==> config.mk <==
export PLATFORM = sky130hd
export DESIGN_NAME = permutation_unrank_unit
export DESIGN_NICKNAME = d
export VERILOG_FILES = /design/src/sv/pu_pkg.sv /design/src/sv/pu_seq.sv /design/src/sv/permutation_unrank_unit.sv
export SDC_FILE = /design/constraint.sdc
export NUM_CORES = 1
export LEC_CHECK = 0
export BUFFER_PORTS_ARGS = -buffer_cell sky130_fd_sc_hd__buf_4
export CAP_MARGIN = 0
export CORE_UTILIZATION = 65
export CTS_CLUSTER_SIZE = 28
export DETAILED_ROUTE_END_ITERATION = 7
export PLACE_DENSITY_LB_ADDON = 0.12
export SKIP_LAST_GASP = 1
export SLEW_MARGIN = 30
export SYNTH_ARGS = -nofsm -noshare
export SYNTH_HDL_FRONTEND = slang
export SYNTH_HIERARCHICAL = 1
export SYNTH_SLANG_ARGS = --single-unit
==> constraint.sdc <==
create_clock -name clock -period 12 [get_ports clock]
set_input_delay 1.8 -clock clock [delete_from_list [all_inputs] [get_ports clock]]
set_output_delay 1.8 -clock clock [all_outputs]
set_load 0.03 [all_outputs]
==> src/sv/pu_pkg.sv <==
`default_nettype none

package pu_pkg;

   localparam int MAX_LENGTH = 8;

   localparam int RANK_W  = 16;
   localparam int LEN_W   = 4;
   localparam int POS_W   = 3;
   localparam int VAL_W   = 3;
   localparam int N_W     = $clog2(MAX_LENGTH + 1);
   localparam int PICK_W  = $clog2(MAX_LENGTH);
   localparam int REM_W   = $clog2(2 * MAX_LENGTH);
   localparam int RECIP_W = RANK_W + 1;
   localparam int PROD_W  = RANK_W + RECIP_W;
   localparam int STEP_W  = 2;
   localparam int ROM_DEPTH = 4;

   localparam logic [LEN_W-1:0] RESET_LENGTH = LEN_W'(8);

   typedef logic [RECIP_W-1:0]    recip_type;
   typedef logic [MAX_LENGTH-1:0] mask_type;
   typedef logic [STEP_W-1:0]     step_type;

   // floor(2^16 / n), covers every radix the length range allows
   localparam recip_type RECIP_TABLE [16] = '{
      RECIP_W'(0),     RECIP_W'(65536), RECIP_W'(32768), RECIP_W'(21845),
      RECIP_W'(16384), RECIP_W'(13107), RECIP_W'(10922), RECIP_W'(9362),
      RECIP_W'(8192),  RECIP_W'(7281),  RECIP_W'(6553),  RECIP_W'(5957),
      RECIP_W'(5461),  RECIP_W'(0),     RECIP_W'(0),     RECIP_W'(0)
   };

   typedef enum logic [1:0] {
      WAIT_NONE = 2'd0,
      WAIT_REQ  = 2'd1,
      WAIT_SLOT = 2'd2
   } wait_type;

   typedef enum logic [1:0] {
      BR_NONE  = 2'd0,
      BR_EMPTY = 2'd1,
      BR_MORE  = 2'd2
   } branch_type;

   localparam step_type STEP_LOAD = 2'd0;
   localparam step_type STEP_MUL  = 2'd1;
   localparam step_type STEP_DIV  = 2'd2;
   localparam step_type STEP_EMIT = 2'd3;

   typedef struct packed {
      wait_type   wait_sel;
      logic       do_load;
      logic       do_mul;
      logic       do_div;
      logic       do_emit;
      branch_type br_sel;
      step_type   br_target;
   } ctrl_word_type;

   typedef struct packed {
      logic req_valid;
      logic slot_free;
      logic empty;
      logic more;
   } seq_status_type;

   typedef struct packed {
      logic wait_req;
      logic load;
      logic mul;
      logic div;
      logic emit;
   } seq_ctrl_type;

   // one control word per step; a step that waits holds until go, then a taken branch goes to br_target, else next step
   localparam ctrl_word_type MICROCODE [ROM_DEPTH] = '{
      '{WAIT_REQ,  1'b1, 1'b0, 1'b0, 1'b0, BR_EMPTY, STEP_LOAD},
      '{WAIT_NONE, 1'b0, 1'b1, 1'b0, 1'b0, BR_NONE,  STEP_LOAD},
      '{WAIT_NONE, 1'b0, 1'b0, 1'b1, 1'b0, BR_NONE,  STEP_LOAD},
      '{WAIT_SLOT, 1'b0, 1'b0, 1'b0, 1'b1, BR_MORE,  STEP_MUL}
   };

endpackage

`default_nettype wire

==> src/sv/pu_seq.sv <==
`default_nettype none

module pu_seq
   import pu_pkg::*;
(
   input  wire logic           clock,
   input  wire logic           reset,
   input  wire seq_status_type status,
   output seq_ctrl_type        ctrl
);

   step_type      step_ff;
   step_type      step_in;
   ctrl_word_type word;
   logic          go;
   logic          taken;

   assign word = MICROCODE[step_ff];

   always_comb begin
      unique case (word.wait_sel)
         WAIT_NONE: go = 1'b1;
         WAIT_REQ:  go = status.req_valid;
         WAIT_SLOT: go = status.slot_free;
         default:   go = 1'b1;
      endcase
   end

   always_comb begin
      unique case (word.br_sel)
         BR_NONE:  taken = 1'b0;
         BR_EMPTY: taken = status.empty;
         BR_MORE:  taken = status.more;
         default:  taken = 1'b0;
      endcase
   end

   always_comb begin
      step_in = step_ff;
      if (go) begin
         step_in = taken ? word.br_target : step_type'(step_ff + 1'b1);
      end
   end

   always_ff @(posedge clock) begin
      if (reset) begin
         step_ff <= STEP_LOAD;
      end else begin
         step_ff <= step_in;
      end
   end

   assign ctrl.wait_req = (word.wait_sel == WAIT_REQ);
   assign ctrl.load     = word.do_load & go;
   assign ctrl.mul      = word.do_mul & go;
   assign ctrl.div      = word.do_div & go;
   assign ctrl.emit     = word.do_emit & go;

endmodule

`default_nettype wire

==> src/sv/permutation_unrank_unit.sv <==
// the first result beat is registered in the emit step, after the load, multiply and correct steps
// each slot runs the multiply, correct and emit steps in the microcode sequencer
// an item of length L occupies the unit for the load step and L passes through the slot steps
// a zero length item is taken and dropped in the load step; stalls on rsp_ hold the emit step
// reset (synchronous, active high) returns to the load step, drops any pending
// result beat and sets perm_length to 8
`default_nettype none

module permutation_unrank_unit
   import pu_pkg::*;
(
   input  wire logic               clock,
   input  wire logic               reset,

   input  wire logic               csr_wr_en,
   input  wire logic [LEN_W-1:0]   csr_wr_data,

   input  wire logic               req_valid,
   output logic                    req_stall,
   input  wire logic [RANK_W-1:0]  req_rank,

   output logic                    rsp_valid,
   input  wire logic               rsp_stall,
   output logic [POS_W-1:0]        rsp_position,
   output logic [VAL_W-1:0]        rsp_value,
   output logic                    rsp_last
);

   // configuration
   logic [LEN_W-1:0] perm_length_ff;
   logic [N_W-1:0]   len_eff;

   // datapath registers
   logic [RANK_W-1:0] rest_ff,  rest_in;
   logic [N_W-1:0]    n_ff,     n_in;
   logic [N_W-1:0]    digit_ff, digit_in;
   mask_type          used_ff,  used_in;
   logic [PROD_W-1:0] prod_ff,  prod_in;

   // result beat register
   logic             rsp_valid_ff, rsp_valid_in;
   logic [POS_W-1:0] rsp_position_ff, rsp_position_in;
   logic [VAL_W-1:0] rsp_value_ff, rsp_value_in;
   logic             rsp_last_ff, rsp_last_in;

   seq_status_type status;
   seq_ctrl_type   ctrl;

   logic [RANK_W-1:0] q_est;
   logic [RANK_W-1:0] qn;
   logic [RANK_W-1:0] rem_wide;
   logic [REM_W-1:0]  rem;
   logic [PICK_W-1:0] pick;
   logic              slot_free;

   // clamp the length to what the unit was built for
   assign len_eff = (perm_length_ff > LEN_W'(MAX_LENGTH)) ? N_W'(MAX_LENGTH)
                                                          : N_W'(perm_length_ff);

   always_ff @(posedge clock) begin
      if (reset) begin
         perm_length_ff <= RESET_LENGTH;
      end else if (csr_wr_en) begin
         perm_length_ff <= csr_wr_data;
      end
   end

   // sequencer
   assign slot_free = !rsp_valid_ff || !rsp_stall;

   assign status.req_valid = req_valid;
   assign status.slot_free = slot_free;
   assign status.empty     = (len_eff == '0);
   assign status.more      = (n_ff != N_W'(1));

   pu_seq u_seq (
      .clock  (clock),
      .reset  (reset),
      .status (status),
      .ctrl   (ctrl)
   );

   assign req_stall = !ctrl.wait_req;

   // divide by radix: reciprocal estimate is exact or one low
   assign q_est    = prod_ff[2*RANK_W-1:RANK_W];
   assign qn       = RANK_W'(q_est * RANK_W'(n_ff));
   assign rem_wide = rest_ff - qn;
   assign rem      = REM_W'(rem_wide);

   // digit-th free value, counting up from zero
   always_comb begin
      logic [N_W-1:0] cnt;
      logic           found;
      cnt   = digit_ff;
      found = 1'b0;
      pick  = '0;
      for (int v = 0; v < MAX_LENGTH; v++) begin
         if (!found && !used_ff[v]) begin
            if (cnt == '0) begin
               pick  = PICK_W'(v);
               found = 1'b1;
            end else begin
               cnt = cnt - 1'b1;
            end
         end
      end
   end

   always_comb begin
      rest_in  = rest_ff;
      n_in     = n_ff;
      digit_in = digit_ff;
      used_in  = used_ff;
      prod_in  = prod_ff;
      if (ctrl.load) begin
         rest_in = req_rank;
         n_in    = len_eff;
         used_in = '0;
      end
      if (ctrl.mul) begin
         prod_in = PROD_W'(PROD_W'(rest_ff) * PROD_W'(RECIP_TABLE[4'(n_ff)]));
      end
      if (ctrl.div) begin
         // correction: remainder may be one radix too large
         if (rem >= REM_W'(n_ff)) begin
            rest_in  = q_est + 1'b1;
            digit_in = N_W'(rem - REM_W'(n_ff));
         end else begin
            rest_in  = q_est;
            digit_in = N_W'(rem);
         end
      end
      if (ctrl.emit) begin
         used_in = used_ff | (mask_type'(1) << pick);
         n_in    = n_ff - 1'b1;
      end
   end

   always_ff @(posedge clock) begin
      rest_ff  <= rest_in;
      n_ff     <= n_in;
      digit_ff <= digit_in;
      used_ff  <= used_in;
      prod_ff  <= prod_in;
   end

   // output register: next beat loads when the register is empty or as the current one leaves
   always_comb begin
      rsp_valid_in    = rsp_valid_ff;
      rsp_position_in = rsp_position_ff;
      rsp_value_in    = rsp_value_ff;
      rsp_last_in     = rsp_last_ff;
      if (!rsp_stall) begin
         rsp_valid_in = 1'b0;
      end
      if (ctrl.emit) begin
         rsp_valid_in    = 1'b1;
         rsp_position_in = POS_W'(n_ff - 1'b1);
         rsp_value_in    = VAL_W'(pick);
         rsp_last_in     = (n_ff == N_W'(1));
      end
   end

   always_ff @(posedge clock) begin
      if (reset) begin
         rsp_valid_ff <= 1'b0;
      end else begin
         rsp_valid_ff <= rsp_valid_in;
      end
      rsp_position_ff <= rsp_position_in;
      rsp_value_ff    <= rsp_value_in;
      rsp_last_ff     <= rsp_last_in;
   end

   assign rsp_valid    = rsp_valid_ff;
   assign rsp_position = rsp_position_ff;
   assign rsp_value    = rsp_value_ff;
   assign rsp_last     = rsp_last_ff;

   // digit after correction is always below the radix
   a_digit_in_range: assert property (@(posedge clock) disable iff (reset)
      ctrl.emit |-> (digit_ff < n_ff))
      else $error("digit not below radix at emit");

   // the selected value must still be free
   a_pick_free: assert property (@(posedge clock) disable iff (reset)
      ctrl.emit |-> !used_ff[pick])
      else $error("picked value already used");

   a_emit_radix: assert property (@(posedge clock) disable iff (reset)
      ctrl.emit |-> (n_ff != '0))
      else $error("emit with zero radix");

   a_last_slot_zero: assert property (@(posedge clock) disable iff (reset)
      (rsp_valid_ff && rsp_last_ff) |-> (rsp_position_ff == '0))
      else $error("last beat not for slot zero");

   // a non-empty item keeps the unit busy on the next cycle
   a_busy_after_load: assert property (@(posedge clock) disable iff (reset)
      (req_valid && !req_stall && (len_eff != '0)) |=> req_stall)
      else $error("input taken while an item is in flight");

endmodule

`default_nettype wire

==> impl_results.md <==
* Status: finished, final reports clean
* Synth Area in Compound Gates at under 10%
* Overall Global Routing Usage at about a third
* Combinational family with the most area after synthesis: adder cells
* # diodes at 0
* Synth area leader: fa_1
* CORE AREA at just under 0.02 mm2
* Top-count cell post-synth: inv_1
* Chip Width at ~140 um
* F_max at 0.1116 GHz
* Flops & latches, synth at 62
* Max Cap Violations at 0
* Post-synth top flop: edfxtp_1
* CTS root buffer: clkbuf_16
* Crit-path slowest cell: edfxtp_1
* CTS Hold Bufs at 0
* Sequential share of the synthesized area at 13.76%
* Clock buffer depth at 2
* GPL Wtd Cong at 0.9069
* Crit end category: flop
* Per-cell routed wire length at 18.03 um
* Net count after synthesis at 1,801
* Total die area at 0.02061 mm2
* Max-slew violations at 0
* Number of nets in the layout at 1,802
* Hold Crit Endpoint: rsp_valid
* Largest stage delay, worst path at ~0.76 ns
* Final HPWL DP at 24,510 um
* Final Hold Vio Count at 0
* Synthesized area per cell at 9.044 um2
* Post-synthesis adder-cell area fraction at 44.38%
* CP max FO at 20
* Hold Path Depth at 2
* Largest net degree at the start of global routing at 26
* Global-route wire length before repair at 51,090 um
* Multi-input gate area in the final layout at 0.01006 mm2
* CTS sink cnt at 62
* Slew @ Worst Pin at between 0.9 and 1 ns
* Synth unique cells at 88
* 1st-iter DRT viols at 540
* H-tree depth at 3
* Final ANT Viol Nets at 0
* Hold_sp: rsp_valid
* R2R depth at 28
* Syn Inst Count at about 1,400
* Mux cell area share after synthesis at about 1.5%
* Remaining Overflow, GRT at 0
* Setup bufs post-CTS at 0
* Reg2Reg Setup Slack at ~3.0 ns
* Top Ports at 34
* Register area at around 0.0018 mm2
* Vias/cell at 5.812
* CP Data Required Time at approximately 12 ns
* WS Path Type: flop to flop
* Slew margin rel. at 35.41%
* Vias in the first global route at 10,290
* Worst r2r src: n_ff[3]
* Post_cts resized at 0
* Simple-Gate Fraction of Synth Area at between 10% and 20%
* Clk slew on worst S/H paths at 0.05 ns
* Site Rows at 51
* Synth top cells by count: 257 x inv_1, 231 x nand2_1, 210 x fa_1
* Die Height at 143.6 um
* Unrepaired setup endpoints after global routing: no
* Cts bufs inserted at 9
* Clk_lat worst skew at 0.34 ns
* Buffers on Ports at 33
* DRT Pass-1 Iters at 5
* Clk_skew at about 0.0055 ns
* Hold WC Path Type: flop to flop
* Via Count at 9,945
* Synth top area share at 32.28%
* Min cycle time layout at 8.958 ns
* Synth Area in XOR/XNOR at 3.891%
* Synth async-reset ratio at 0%
* Fillcell total at 1,582
* Startpoint Class: flop
* Area Growth Syn to Fin at 5.908%
* Starting Density at 66.70%
* Mapped Area at 0.01302 mm2
* Share of cells above drive strength 1 at 6.708%
* Post-synth EDFFs at 55
* Setup violators final at 0
* Initial antenna violation count at 0
* DRC at 0
* Synth Warn # at 6
* Setup_tns at 0 ns
* Reg-to-Reg End: prod_ff[30]
* Fin crit share at between 70% and 80%
* Final wirelength at 30,840 um
* Ranking of synthesized cells by area: fa_1 32%, edfxtp_1 13%, ha_1 12%, inv_1 7.4%, nand2_1 6.7%
* CTS tree: built
* Worst EP arrival at slightly above 9 ns
## kinds of logic after synthesis
logic type,after synthesis
AOI/OAI and AO/OA,158
xor gates and xnor gates,57
adders and majority gates,336
buffers and inverters,312
DFF,62
muxes,19
and+or+nand+nor,496
## metal layers
layer	global-route usage, %	wire, um
met2	56.77	15700
met3	5.865	1812
met4	12.93	1096
met5	0	0
met1	40.06	12240
## metrics by stage
stage               cells  setup WS, ns  area (um2)  utilization (%)  hold slack (ns)
CTS                  1711         3.092       13790            70.61           0.5234
global placement     1695         3.275       13480            69.04           0.4924
detailed placement   1695         3.179       13480            69.04           0.5132
finish               1711         3.042       13790            70.64           0.5260
global route         1711         2.449       13790            70.64           0.5717
floorplan            1440         4.527       13020                -           0.4756
## worst max path at each step
stage	slack, ns	endpoint	start
2_1_floorplan	4.53	prod_ff[30]	n_ff[1]
3_3_place_gp	3.28	prod_ff[26]	n_ff[3]
3_5_place_dp	3.18	prod_ff[26]	n_ff[3]
4_1_cts	3.09	prod_ff[30]	n_ff[3]
5_1_grt	2.45	prod_ff[26]	n_ff[3]
6_report	3.04	prod_ff[30]	n_ff[3]
## state kept, by name, summed over array words and instances (netlist names)
name,cells
rsp_last,1
n_ff,4
used_ff,8
prod_ff,16
rsp_position,3
u_seq/step_ff,2
rsp_value,3
digit_ff,4
rest_ff,16
perm_length_ff,4
rsp_valid,1
## critical path, delay by kind of cell (launching register included)
family / cells / cell delay [ns]
and+or+nand+nor: 5 / 1.00
DFF: 1 / 0.76
buffers and inverters: 6 / 0.68
AOI/OAI and AO/OA: 10 / 3.07
adders and majority gates: 7 / 3.30
## cells in the final DEF, fill, tap and decap left out, types with 6 or more instances in the layout
cell type,netlist,final
clkbuf_16,0,9
inv_1,257,257
nor3b_1,6,6
buf_4,0,44
xor2_1,18,18
nor3_1,14,14
a21oi_1,39,39
dfxtp_1,7,7
nand4_1,9,9
and3_1,32,32
xnor2_1,38,38
a31oi_1,11,9
nand2_1,231,231
o21ai_0,24,24
nor2b_1,20,19
and2_1,74,74
mux2_2,8,8
nand3_1,11,11
a21o_1,14,14
mux2i_1,11,11
nand2b_1,7,7
edfxtp_1,55,55
nor2_1,56,56
fa_1,210,210
ha_1,126,126
o21a_1,12,12
## layout make-up
class                   count  area share, %
flip-flops and latches     62          12.99
repair buffers             44          2.395
inverters                 258          7.021
multi-input cells        1066          72.97
clock buffers              11          1.687
clock inverters             5         0.5352
well taps                 265          2.404
Power is not shown: default switching activity piles up to over one toggle a cycle in this logic, so the estimate is an artifact.
